==> config.mk <==
export PLATFORM = sky130hd
export DESIGN_NAME = spi_slave_window_bus_fsm_unit_flat
export DESIGN_NICKNAME = d
export VERILOG_FILES = /design/src/rtl/swb_pkg.sv /design/src/rtl/swb_if.sv /design/src/rtl/spi_slave_window_bus_fsm_unit.sv /design/src/rtl/swb_buffer.sv /design/src/flat_wrapper.sv
export VERILOG_INCLUDE_DIRS = /design/src /design/src/rtl
export SDC_FILE = /design/constraint.sdc
export NUM_CORES = 1
export LEC_CHECK = 0
export BUFFER_PORTS_ARGS = -buffer_cell sky130_fd_sc_hd__buf_2
export CORE_UTILIZATION = 40
export CTS_CLUSTER_SIZE = 40
export DETAILED_ROUTE_END_ITERATION = 16
export SETUP_SLACK_MARGIN = 0.02
export SLEW_MARGIN = 20
export SYNTH_ARGS = -nofsm -noshare
export SYNTH_HDL_FRONTEND = slang
export SYNTH_HIERARCHICAL = 1
export SYNTH_SLANG_ARGS = --single-unit
==> constraint.sdc <==
create_clock -name clk -period 4.9 [get_ports clk]
set_input_delay 0.49 -clock clk [delete_from_list [all_inputs] [get_ports clk]]
set_output_delay 0.49 -clock clk [all_outputs]
set_load 0.02 [all_outputs]
==> src/rtl/assert_macros.svh <==
// ----------------------------------------------------------------------------
// assert_macros.svh
// Concurrent assertion helpers clocked on clk, disabled while arst_n is low.
// ----------------------------------------------------------------------------
`ifndef ASSERT_MACROS_SVH
`define ASSERT_MACROS_SVH

`ifndef SYNTHESIS
// Check a property on every rising edge outside reset.
`define SWB_ASSERT(lbl, prop, msg) \
	lbl: assert property (@(posedge clk) disable iff (!arst_n) (prop)) else $error(msg);
// Check that a condition implies another one in the following cycle.
`define SWB_ASSERT_NEXT(lbl, cond, prop, msg) \
	lbl: assert property (@(posedge clk) disable iff (!arst_n) (cond) |=> (prop)) \
		else $error(msg);
`else
`define SWB_ASSERT(lbl, prop, msg)
`define SWB_ASSERT_NEXT(lbl, cond, prop, msg)
`endif

`endif

==> src/rtl/swb_pkg.sv <==
// ----------------------------------------------------------------------------
// swb_pkg
// Shared codes and types of the SPI slave window bus block.
// ----------------------------------------------------------------------------
package swb_pkg;

	// bus phase codes
	localparam logic [2:0] PH_IDLE = 3'd0;
	localparam logic [2:0] PH_ADDR = 3'd1;
	localparam logic [2:0] PH_CMD  = 3'd2;
	localparam logic [2:0] PH_RX   = 3'd3;
	localparam logic [2:0] PH_TX   = 3'd4;

	// event codes
	localparam logic [1:0] ACT_SEL_ON  = 2'd0;
	localparam logic [1:0] ACT_SEL_OFF = 2'd1;
	localparam logic [1:0] ACT_RX_BYTE = 2'd2;
	localparam logic [1:0] ACT_LOCAL   = 2'd3;

	localparam logic [7:0] READY_STATUS = 8'h02;
	localparam logic [7:0] CMD_READ     = 8'h20;
	localparam logic [7:0] CMD_WRITE    = 8'h30;
	localparam logic [7:0] CMD_MASK     = 8'hf0;

	// configuration register indexes
	localparam logic REG_BASE   = 1'b0;
	localparam logic REG_WINDOW = 1'b1;

	// buffer write request
	typedef struct packed {
		logic       en;
		logic [7:0] data;
	} swb_wr_t;

endpackage

==> src/rtl/swb_if.sv <==
// ----------------------------------------------------------------------------
// swb_if
// Valid/ready channels for bus events and per-event results.
// ----------------------------------------------------------------------------
interface swb_in_if;
	logic       valid;
	logic       ready;
	logic [1:0] action;
	logic [7:0] rx_byte;
	logic [5:0] local_index;
	logic [7:0] local_value;

	modport source(output valid, action, rx_byte, local_index, local_value, input ready);
	modport sink(input valid, action, rx_byte, local_index, local_value, output ready);
endinterface

interface swb_out_if;
	logic       valid;
	logic       ready;
	logic [7:0] tx_byte;
	logic       miso_enable;
	logic [2:0] bus_phase;
	logic       stored_valid;
	logic [5:0] stored_index;

	modport source(output valid, tx_byte, miso_enable, bus_phase, stored_valid,
		stored_index, input ready);
	modport sink(input valid, tx_byte, miso_enable, bus_phase, stored_valid,
		stored_index, output ready);
endinterface

==> src/rtl/spi_slave_window_bus_fsm_unit.sv <==
// ----------------------------------------------------------------------------
// spi_slave_window_bus_fsm_unit
// Slave side of a byte-framed SPI bus with an address window and buffer.
// ----------------------------------------------------------------------------
// Usage:
//   ev  : event words (select on/off, received byte, local buffer write).
//   res : one result word per event: tx byte, MISO enable, phase after the
//         event, and the buffer entry stored by a master write.
//   APB : base_address at 0x0, window_size at 0x4; pready is always high.
// Each event is handled in the cycle it is accepted and its result lands in
// the result register at that edge; one event per cycle is sustained while
// results are taken. The buffer read port is kept ahead on the next buffer
// pointer, so a transmit byte never waits on the memory.
// A stalled result holds; ev stays ready while the result register is empty
// or being taken in the same cycle, so only a full, stalled result blocks.
// Reset clears configuration, bus state, result valid and buffer valid bits,
// so the whole buffer reads as zero right after reset with no clearing pass.
// ----------------------------------------------------------------------------
`include "assert_macros.svh"

module spi_slave_window_bus_fsm_unit
	import swb_pkg::*;
#(
	parameter int BUFFER_DEPTH = 64
) (
	input  logic         clk,
	input  logic         arst_n,
	swb_in_if.sink       ev,
	swb_out_if.source    res,
	input  logic         psel,
	input  logic         penable,
	input  logic         pwrite,
	input  logic [2:0]   paddr,
	input  logic [31:0]  pwdata,
	output logic [31:0]  prdata,
	output logic         pready
);

	localparam int IDX_W = (BUFFER_DEPTH > 1) ? $clog2(BUFFER_DEPTH) : 1;
	localparam logic [7:0] DEPTH8 = 8'(BUFFER_DEPTH);

	// configuration
	logic [15:0] base_q;
	logic [6:0]  window_q;

	// bus state
	logic [2:0]  phase_q, phase_d;
	logic [15:0] addr_q, addr_d;
	logic [6:0]  ptr_q, ptr_d;
	logic [7:0]  out_byte_q, out_byte_d;
	logic        miso_q, miso_d;

	// result register
	logic        res_valid_q;
	logic [7:0]  res_tx_q;
	logic        res_miso_q;
	logic [2:0]  res_phase_q;
	logic        res_st_valid_q;
	logic [5:0]  res_st_index_q;

	logic        accept;
	logic        st_valid;
	logic [6:0]  limit;
	logic        in_range;
	logic        hit;
	logic [15:0] addr_full;
	logic [16:0] win_end;
	logic [7:0]  rd_data;
	swb_wr_t     wr;
	logic [IDX_W-1:0] wr_idx;
	logic [IDX_W-1:0] rd_idx;
	logic [IDX_W+6:0] ptr_ext;
	logic [IDX_W+6:0] ptr_d_ext;
	logic [IDX_W+5:0] lidx_ext;
	logic        local_ok;

	// APB: write at the access phase, read returns the register
	assign pready = 1'b1;

	always_ff @(posedge clk or negedge arst_n) begin
		if (!arst_n) begin
			base_q   <= '0;
			window_q <= '0;
		end else if (psel && penable && pwrite && pready) begin
			unique case (paddr[2])
				REG_BASE:   base_q   <= pwdata[15:0];
				REG_WINDOW: window_q <= pwdata[6:0];
				default:    ;
			endcase
		end
	end

	always_comb begin
		unique case (paddr[2])
			REG_BASE:   prdata = {16'd0, base_q};
			REG_WINDOW: prdata = {25'd0, window_q};
			default:    prdata = '0;
		endcase
	end

	// take a new event unless a finished result is stuck downstream
	assign ev.ready = !res_valid_q || res.ready;
	assign accept   = ev.valid && ev.ready;

	// transfers stop at the smaller of the window and the buffer
	assign limit    = ({1'b0, window_q} < DEPTH8) ? window_q : DEPTH8[6:0];
	assign in_range = (ptr_q < limit);

	// address high byte completes the address; compare in 17 bits
	assign addr_full = addr_q | {ev.rx_byte, 8'd0};
	assign win_end   = {1'b0, base_q} + {10'd0, window_q};
	assign hit       = (addr_full >= base_q) && ({1'b0, addr_full} < win_end);

	assign ptr_ext   = {{IDX_W{1'b0}}, ptr_q};
	assign ptr_d_ext = {{IDX_W{1'b0}}, ptr_d};
	assign lidx_ext  = {{IDX_W{1'b0}}, ev.local_index};
	assign local_ok  = ({2'b00, ev.local_index} < DEPTH8);

	always_comb begin
		phase_d    = phase_q;
		addr_d     = addr_q;
		ptr_d      = ptr_q;
		out_byte_d = out_byte_q;
		miso_d     = miso_q;
		st_valid   = 1'b0;
		wr.en      = 1'b0;
		wr.data    = ev.local_value;
		wr_idx     = lidx_ext[IDX_W-1:0];
		if (accept) begin
			case (ev.action)
				ACT_SEL_OFF: begin
					// drop the bus, keep pointer and tx byte
					phase_d = PH_IDLE;
					addr_d  = '0;
					miso_d  = 1'b0;
				end
				ACT_LOCAL: begin
					wr.en = local_ok;
				end
				ACT_RX_BYTE: begin
					unique case (phase_q)
						PH_IDLE: begin
							addr_d  = addr_q | {8'd0, ev.rx_byte};
							phase_d = PH_ADDR;
						end
						PH_ADDR: begin
							if (hit) begin
								addr_d     = addr_full;
								miso_d     = 1'b1;
								out_byte_d = READY_STATUS;
								phase_d    = PH_CMD;
							end else begin
								phase_d = PH_IDLE;
								addr_d  = '0;
								miso_d  = 1'b0;
							end
						end
						PH_CMD: begin
							// unknown command: stay here, pointer still cleared
							if ((ev.rx_byte & CMD_MASK) == CMD_READ) begin
								phase_d = PH_TX;
							end else if ((ev.rx_byte & CMD_MASK) == CMD_WRITE) begin
								phase_d = PH_RX;
							end
							ptr_d = '0;
						end
						PH_RX: begin
							if (in_range) begin
								wr.en      = 1'b1;
								wr.data    = ev.rx_byte;
								wr_idx     = ptr_ext[IDX_W-1:0];
								out_byte_d = ev.rx_byte;
								st_valid   = 1'b1;
								ptr_d      = ptr_q + 7'd1;
							end else begin
								phase_d = PH_IDLE;
								addr_d  = '0;
								miso_d  = 1'b0;
							end
						end
						PH_TX: begin
							if (in_range) begin
								out_byte_d = rd_data;
								ptr_d      = ptr_q + 7'd1;
							end else begin
								phase_d = PH_IDLE;
								addr_d  = '0;
								miso_d  = 1'b0;
							end
						end
						default: begin
							phase_d = PH_IDLE;
							addr_d  = '0;
							miso_d  = 1'b0;
						end
					endcase
				end
				default: ;  // select asserted: nothing to do
			endcase
		end
	end

	// prefetch the entry the pointer will point at after this edge
	assign rd_idx = ptr_d_ext[IDX_W-1:0];

	swb_buffer #(
		.DEPTH(BUFFER_DEPTH)
	) u_buffer (
		.clk     (clk),
		.arst_n  (arst_n),
		.wr      (wr),
		.wr_idx  (wr_idx),
		.rd_idx  (rd_idx),
		.rd_data (rd_data)
	);

	always_ff @(posedge clk or negedge arst_n) begin
		if (!arst_n) begin
			phase_q    <= PH_IDLE;
			addr_q     <= '0;
			ptr_q      <= '0;
			out_byte_q <= '0;
			miso_q     <= 1'b0;
		end else begin
			phase_q    <= phase_d;
			addr_q     <= addr_d;
			ptr_q      <= ptr_d;
			out_byte_q <= out_byte_d;
			miso_q     <= miso_d;
		end
	end

	// result register: load on accept, drain when taken
	always_ff @(posedge clk or negedge arst_n) begin
		if (!arst_n) begin
			res_valid_q <= 1'b0;
		end else if (accept) begin
			res_valid_q <= 1'b1;
		end else if (res.ready) begin
			res_valid_q <= 1'b0;
		end
	end

	always_ff @(posedge clk) begin
		if (accept) begin
			res_tx_q       <= out_byte_d;
			res_miso_q     <= miso_d;
			res_phase_q    <= phase_d;
			res_st_valid_q <= st_valid;
			res_st_index_q <= st_valid ? ptr_q[5:0] : 6'd0;
		end
	end

	assign res.valid        = res_valid_q;
	assign res.tx_byte      = res_tx_q;
	assign res.miso_enable  = res_miso_q;
	assign res.bus_phase    = res_phase_q;
	assign res.stored_valid = res_st_valid_q;
	assign res.stored_index = res_st_index_q;

	`SWB_ASSERT(a_miso_phase, miso_q == (phase_q == PH_CMD || phase_q == PH_RX || phase_q == PH_TX), "MISO drive out of step with bus phase")
	`SWB_ASSERT(a_store_phase, !(res_valid_q && res_st_valid_q) || res_phase_q == PH_RX, "master store reported outside receive phase")
	`SWB_ASSERT(a_stall_only_full, ev.ready || res_valid_q, "event channel blocked with empty result register")
	`SWB_ASSERT_NEXT(a_accept_loads, accept, res_valid_q, "accepted event left no result")

endmodule

==> src/rtl/swb_buffer.sv <==
// ----------------------------------------------------------------------------
// swb_buffer
// Window buffer: one write port, one registered read port with write bypass.
// ----------------------------------------------------------------------------
module swb_buffer
	import swb_pkg::*;
#(
	parameter int DEPTH = 64,
	localparam int IDX_W = (DEPTH > 1) ? $clog2(DEPTH) : 1
) (
	input  logic             clk,
	input  logic             arst_n,
	input  swb_wr_t          wr,
	input  logic [IDX_W-1:0] wr_idx,
	input  logic [IDX_W-1:0] rd_idx,
	output logic [7:0]       rd_data
);

	logic [7:0]       mem [DEPTH];
	logic [DEPTH-1:0] valid_q;
	logic [7:0]       rd_q;
	logic             rd_ok;
	logic             wr_ok;

	assign rd_ok = ({1'b0, rd_idx} < (IDX_W + 1)'(DEPTH));
	assign wr_ok = wr.en && ({1'b0, wr_idx} < (IDX_W + 1)'(DEPTH));

	always_ff @(posedge clk) begin
		if (wr_ok) begin
			mem[wr_idx] <= wr.data;
		end
	end

	// entries never written read as zero
	always_ff @(posedge clk or negedge arst_n) begin
		if (!arst_n) begin
			valid_q <= '0;
		end else if (wr_ok) begin
			valid_q[wr_idx] <= 1'b1;
		end
	end

	always_ff @(posedge clk or negedge arst_n) begin
		if (!arst_n) begin
			rd_q <= '0;
		end else if (wr_ok && wr_idx == rd_idx) begin
			rd_q <= wr.data;
		end else if (rd_ok && valid_q[rd_idx]) begin
			rd_q <= mem[rd_idx];
		end else begin
			rd_q <= '0;
		end
	end

	assign rd_data = rd_q;

endmodule
==> src/flat_wrapper.sv <==
// flat-port wrapper written by rule: the top's interface ports become plain ports
module spi_slave_window_bus_fsm_unit_flat import swb_pkg::*;
#(
	parameter int BUFFER_DEPTH = 64
)
  (clk, arst_n, psel, penable, pwrite, paddr, pwdata, prdata, pready, ev_valid, ev_action, ev_rx_byte, ev_local_index, ev_local_value, ev_ready, res_valid, res_tx_byte, res_miso_enable, res_bus_phase, res_stored_valid, res_stored_index, res_ready);
  swb_in_if ev_i ();
  swb_out_if res_i ();
  input  logic clk;
  input  logic arst_n;
  input  logic psel;
  input  logic penable;
  input  logic pwrite;
  input  logic [2:0] paddr;
  input  logic [31:0] pwdata;
  output logic [31:0] prdata;
  output logic pready;
  input wire logic [$bits(ev_i.valid)-1:0] ev_valid;
  input wire logic [$bits(ev_i.action)-1:0] ev_action;
  input wire logic [$bits(ev_i.rx_byte)-1:0] ev_rx_byte;
  input wire logic [$bits(ev_i.local_index)-1:0] ev_local_index;
  input wire logic [$bits(ev_i.local_value)-1:0] ev_local_value;
  output wire logic [$bits(ev_i.ready)-1:0] ev_ready;
  output wire logic [$bits(res_i.valid)-1:0] res_valid;
  output wire logic [$bits(res_i.tx_byte)-1:0] res_tx_byte;
  output wire logic [$bits(res_i.miso_enable)-1:0] res_miso_enable;
  output wire logic [$bits(res_i.bus_phase)-1:0] res_bus_phase;
  output wire logic [$bits(res_i.stored_valid)-1:0] res_stored_valid;
  output wire logic [$bits(res_i.stored_index)-1:0] res_stored_index;
  input wire logic [$bits(res_i.ready)-1:0] res_ready;
  assign ev_i.valid = ev_valid;
  assign ev_i.action = ev_action;
  assign ev_i.rx_byte = ev_rx_byte;
  assign ev_i.local_index = ev_local_index;
  assign ev_i.local_value = ev_local_value;
  assign ev_ready = ev_i.ready;
  assign res_valid = res_i.valid;
  assign res_tx_byte = res_i.tx_byte;
  assign res_miso_enable = res_i.miso_enable;
  assign res_bus_phase = res_i.bus_phase;
  assign res_stored_valid = res_i.stored_valid;
  assign res_stored_index = res_i.stored_index;
  assign res_i.ready = res_ready;
  spi_slave_window_bus_fsm_unit #(.BUFFER_DEPTH(BUFFER_DEPTH)) u_core (.clk(clk), .arst_n(arst_n), .ev(ev_i), .res(res_i), .psel(psel), .penable(penable), .pwrite(pwrite), .paddr(paddr), .pwdata(pwdata), .prdata(prdata), .pready(pready));
endmodule
==> results of run 1 <==
-- power by group --
| part | total, uW | leakage (uW) | internal, uW | switching (uW) |
|---|---|---|---|---|
| clock | 5050 | 0.00106 | 2900 | 2150 |
| combinational | 1100 | 0.00392 | 466 | 631 |
| sequential | 6300 | 0.00654 | 6200 | 99.8 |
-- area by class of cell --
class	count	share of cell area
Timing Repair Buffer	207	0.0453
Sequential cell	662	0.598
Tap cell	931	0.0362
Clock buffer	101	0.0619
Multi-Input combinational cell	863	0.249
Clock inverter	27	0.00603
Inverter	30	0.00350
-- registers in the layout, indices dropped and copies added (netlist names), 8 cells and up --
name and cells:
u_core/u_buffer/mem 512, u_core/u_buffer/valid_q 64, u_core/addr_q 16, u_core/base_q 16, u_core/out_byte_q 8, u_core/res.tx_byte 8
u_core/u_buffer/rd_data 8
-- cell usage in the layout, fill, tap and decap left out, types with 6 or more instances in the layout --
| master | count |
|---|---|
| a2111oi_0 | 9 |
| a21o_1 | 12 |
| a21oi_1 | 51 |
| a22oi_1 | 74 |
| a31oi_1 | 9 |
| and3_1 | 12 |
| buf_12 | 6 |
| buf_2 | 83 |
| buf_4 | 112 |
| clkbuf_1 | 22 |
| clkbuf_16 | 74 |
| clkbuf_8 | 6 |
| clkinv_1 | 9 |
| clkinv_2 | 8 |
| conb_1 | 17 |
| dfrtp_1 | 131 |
| edfxtp_1 | 531 |
| ha_1 | 48 |
| inv_1 | 30 |
| mux2_2 | 36 |
| mux2i_1 | 21 |
| mux4_2 | 132 |
| nand2_1 | 61 |
| nand2b_1 | 14 |
| nand3_1 | 28 |
| nand4_1 | 11 |
| nor2_1 | 91 |
| nor2b_1 | 12 |
| nor3_1 | 6 |
| nor4_1 | 15 |
| o211ai_1 | 6 |
| o21ai_0 | 18 |
| o21ba_2 | 6 |
| o2bb2ai_1 | 7 |
| o31ai_1 | 10 |
| or2_2 | 74 |
| xnor2_1 | 13 |
| xor2_1 | 7 |
-- per-stage QoR --
stage | area [um^2] | setup slack, ps
floorplan | 27800 | 772
global placement | 29900 | 153
detailed placement | 29900 | 130
CTS | 32100 | 107
global route | 32200 | 2.87
finish | 32200 | 193
-- path summary, 6_finish.rpt --
check,endpoint,slack (ps),depth (start not counted)
setup / recovery,u_core/u_buffer/rd_data[2],190,18
hold / removal,u_core/res.valid,120,2
setup reg to reg,u_core/u_buffer/rd_data[2],190,18
hold reg to reg,u_core/u_buffer/valid_q[37],470,1
max in group asynchronous,u_core/u_buffer/valid_q[14],3100,3
min in group asynchronous,u_core/u_buffer/valid_q[58],530,2
-- cell families (layout without fill, tap and decap cells) --
| family | count (synthesis) | after routing | share of synthesized area |
|---|---|---|---|
| buffers and inverters | 128 | 365 | 0.0245 |
| muxes | 189 | 189 | 0.129 |
| DFF | 662 | 662 | 0.692 |
| and+or+nand+nor | 347 | 347 | 0.0638 |
| other | 2 | 17 | 0.000270 |
| AOI/OAI and AO/OA | 241 | 241 | 0.0619 |
| xor gates and xnor gates | 20 | 20 | 0.00630 |
| adders and majority gates | 49 | 49 | 0.0223 |
-- routing by layer --
metal | global-route usage | wire length, um | vias to the layer above
met2 | 0.298 | 31000 | 472
met4 | 0.0460 | 1250 | 0
met1 | 0.268 | 29500 | 8016
met3 | 0.0360 | 3550 | 96
li1 | - | - | 6839
met5 | 0 | 0 | -
-- critical path, delay by kind of cell, from the launching register on --
family / cells / cell delay (ps)
fa+ha+maj: 1 / 190
simple gates: 4 / 850
compound gates: 9 / 2250
buf+inv: 4 / 870
flops: 1 / 370
-- repair_timing --
item | 4_1_cts | 5_1_grt
resized for setup | 0 | 9
setup buffers | 0 | 7
endpoints found under the setup margin | 0 | 217
hold buffers | 1 | 0
endpoints found under the hold margin | 16 | 0
==> results.txt, run 1 <==
status - finished clean
TritonCTS buffer count - 70
Slew Viols, Final - 0
Antenna Nets Post-Route - 0
port bufs - 84
Design Power - 12400 uW
vias - 15400
CTS sink count - 662
number of I/O pins - 120
initial antenna violation count - 0
Multi-input gate area - 8020 um^2
worst path cell trace - inv_1 -> nand2_1 -> ha_1 -> or4b_1 -> o211ai_1 -> a22oi_1 -> a21oi_2 -> buf_4 -> a41oi_1 -> o21ai_0 -> o41ai_4 -> buf_4 -> nor2_2 -> buf_6 -> a22oi_1 -> a21oi_1 -> nor4_2 -> o31ai_1
Startpoint Class - register
Skew-Pair Late Insertion Delay - 600 ps
die extent in x - 266 um
antenna cells - 0
Crit path largest cell delay - 520 ps
Core Region - 68700 um^2
Layout Nets - 1949
CTS H-tree depth - 3
Syn Std Cell Area - 27800 um^2
CTS tree - yes
crit-path max FO - 24
dpl cells - 2684
Critical R2R Launch - u_core/window_q[6]
minimum clock period - 4710 ps
WL final - 65300 um
1st-pass router iterations - 7
global route overflow - 0
Synth Instances - 1638
top-count cell post-synth - edfxtp_1
Max rail drop VDD - 0.000208 V
skew final - 25.8 ps
Main synth FF type - edfxtp_1
WP data required - 5350 ps
global-route wire length before repair - 99300 um
EDFF count, synth - 531
Yosys Warn Count - 6
FP Rows - 96
Total Routing Usage GR - 0.188
fin crit share - 0.961
clock buffer depth - 3
maxcap violations - 0
crit path capture type - register
most instantiated cells after synthesis - edfxtp_1, mux4_2, dfrtp_1
vias per inst - 5.47
Lkg Pwr - 0.0115 uW
Hold Violations, Final - 0
largest net degree at the start of global routing - 81
Die ar. - 70500 um^2
fillers - 5893
Max-slew headroom - 0.372
worst-path cell with the longest stage delay - or4b_1
Root Buffer - clkbuf_16
worst hold path class - input pin to register
Async SR Flop Fraction - 0.198
DR iter-0 viols - 1491
Avg Inst Size Synth - 17.0 um^2
PwrDens - 387 nW/um^2
Synth cell types - 68
Die H - 266 um
CP Launch Point - u_core/window_q[6]
vias in the first global route - 15600
Worst Min Path Start - ev_valid
Fin Hold WS - 118 ps
Slew @ Worst Pin - 941 ps
dominant cells by area after synthesis - edfxtp_1, dfrtp_1, mux4_2
RSZ-0062 raised after global routing - false
Routability Congestion - 0.905
Initial Util - 0.404
share of Yosys cell area claimed by the top area cell type - 0.574
Worst-path clk slew - 60 ps
register area share after synthesis - 0.692
WL/cell - 23.1 um
maximum clock frequency - 0.212 GHz
Core Util, Final - 0.468
Setup CP Type - register to register
synthesis-to-finish area growth - 15.7%
Reg area - 19200 um^2
number of synthesized register bits - 662
layout cells sized above 1 - 0.303
CP arrival - 5160 ps
Residual DRC - 0
setup TNS - 0 ps
number of setup violations in the final report - 0
non-filler cells, final - 2821
DP HPWL - 40800 um
cell accounting for the most synthesized area - edfxtp_1
Power figures use the tool's default switching activity.
==> run 2, diff against run 1 <==
==> constraint.sdc (replaced) <==
create_clock -name clk -period 5.65 [get_ports clk]
set_input_delay 0.565 -clock clk [delete_from_list [all_inputs] [get_ports clk]]
set_output_delay 0.565 -clock clk [all_outputs]
set_load 0.02 [all_outputs]
==> run 2 against run 1 <==
Die area did not move. Global-route usage fell by 0.14 points. Clock power fell by 11%. Count of clock-buffer cells in the layout fell by 14. Cell area fell by 0.89%. Utilization fell by 0.42 points. Wire length fell by 1.0%. Critical path depth fell by 4. Worst setup slack improved by 310 ps. Final cell count fell by 1.5%. Register-to-register slack improved by 310 ps. Critical endpoint is now u_core/u_buffer/mem[30][0]. Combinational power fell by 15%.
==> results.txt, run 2 (synthesized netlist as in run 1, its figures left out) <==
worst hold path class - input pin to asynchronous set/reset pin
Clk pwr share - 0.413
antenna cells - 0
cts repair resizes - 0
Int Pwr - 8420 uW
Max rail drop VDD - 0.000160 V
worst-path cell with the longest stage delay - nor2_1
CP arrival - 5360 ps
Crit path largest cell delay - 900 ps
TritonCTS buffer count - 69
Critical path buffers and inverters - 2
biggest regs - u_core/u_buffer/mem x512, u_core/u_buffer/valid_q x64
Root Buffer - clkbuf_16
number of flip-flops in the largest register - 512
CTS sink count - 662
Critical R2R Launch - u_core/window_q[6]
Core Region - 68700 um^2
FP Rows - 96
global route overflow - 0
Startpoint Class - register
Fin Hold WS - 6.77 ps
Design Power - 10900 uW
most common cell after layout, fill and taps aside - edfxtp_1
Layout Nets - 1912
maxcap violations - 0
switching power - 2470 uW
CTS Hold Bufs - 0
minimum clock period - 5150 ps
Max-slew headroom - 0.355
Die H - 266 um
Final WS setup - 504 ps
fin crit share - 0.911
global-route wire length before repair - 98600 um
number of setup violations in the final report - 0
DR iter-0 viols - 1418
crit path capture type - register
synthesis-to-finish area growth - 14.7%
die extent in x - 266 um
WL final - 64600 um
Routability Congestion - 0.891
critical path's most frequent cell - nor2b_1
vias in the first global route - 15500
CP top delay family - simple AND/OR/NAND/NOR gates
Initial Util - 0.404
RSZ-0062 raised after global routing - false
largest reg by FF count - u_core/u_buffer/mem
Setup CP Type - register to register
largest net degree at the start of global routing - 73
clock buffer depth - 3
switch share - 0.227
Slew @ Worst Pin - 962 ps
vias - 15300
DP HPWL - 41600 um
pre-CTS setup slack - 570 ps
Core Util, Final - 0.464
Lkg Pwr - 0.0113 uW
1st-pass router iterations - 5
setup TNS - 0 ps
number of I/O pins - 120
port bufs - 84
Die ar. - 70500 um^2
Reg power frac - 0.502
WP data required - 5870 ps
Hold Violations, Final - 0
initial antenna violation count - 0
PwrDens - 342 nW/um^2
layout cells sized above 1 - 0.290
CTS H-tree depth - 3
Antenna Nets Post-Route - 0
most frequent cells in the layout - edfxtp_1, mux4_2, dfrtp_1
vias per inst - 5.49
setup bufs post-CTS - 0
worst path cell trace - inv_1 -> nand2_1 -> ha_1 -> or4b_1 -> o211ai_1 -> a22oi_1 -> a21oi_2 -> nor2b_1 -> buf_4 -> nand2_2 -> a21o_1 -> nor2b_1 -> nand3_1 -> nor2_1
Worst-path clk slew - 60 ps
maximum clock frequency - 0.194 GHz
CP Launch Point - u_core/window_q[6]
Total Routing Usage GR - 0.187
Slew Viols, Final - 0
Residual DRC - 0
CTS tree - yes
power share of the combinational group - 0.086
skew final - 23.4 ps
WL/cell - 23.2 um
status - finished clean
Skew-Pair Late Insertion Delay - 620 ps
crit-path max FO - 25
-- run 2: through the flow --
step / cells / cell area (um^2)
after floorplan: 1653 / 27800
after global placement: 2657 / 29600
after detailed placement: 2657 / 29600
after CTS: 2780 / 31900
after global routing: 2780 / 31900
final: 2780 / 31900
-- run 2: metal layers --
| layer | vias up | GRT usage | share of wire |
|---|---|---|---|
| li1 | 6770 | - | - |
| met1 | 7968 | 0.263 | 0.45 |
| met2 | 449 | 0.288 | 0.47 |
| met3 | 85 | 0.0400 | 0.063 |
| met4 | 0 | 0.0637 | 0.023 |
| met5 | - | 0 | 0 |
-- run 2: power by group through the flow --
| stage | clock, uW | combinational [uW] | sequential [uW] |
|---|---|---|---|
| finish | 4500 | 932 | 5470 |
| global route | 4790 | 1040 | 5480 |
| CTS | 4610 | 936 | 5460 |
| detailed placement | 0 | 929 | 5570 |
| global placement | 0 | 904 | 5560 |
| floorplan | 0 | 668 | 5540 |
-- run 2: cell type report --
class	count	area, um^2
Fill cell	5891	36800
Sequential cell	662	19200
Multi-Input combinational cell	863	7990
Clock buffer	87	1860
Tap cell	931	1160
Timing Repair Buffer	171	1150
Clock inverter	36	375
Inverter	30	113
-- run 2: final timing paths --
kind	endpoint	slack, ps	cells past startpoint
worst max-delay path	u_core/u_buffer/mem[30][0]	500	14
worst min-delay path	u_core/u_buffer/valid_q[11]	7	1
worst max register to register	u_core/u_buffer/mem[30][0]	500	14
worst min register to register	u_core/u_buffer/valid_q[31]	470	1
max in group asynchronous	u_core/phase_q[1]	4280	2
min in group clk	u_core/base_q[12]	200	2
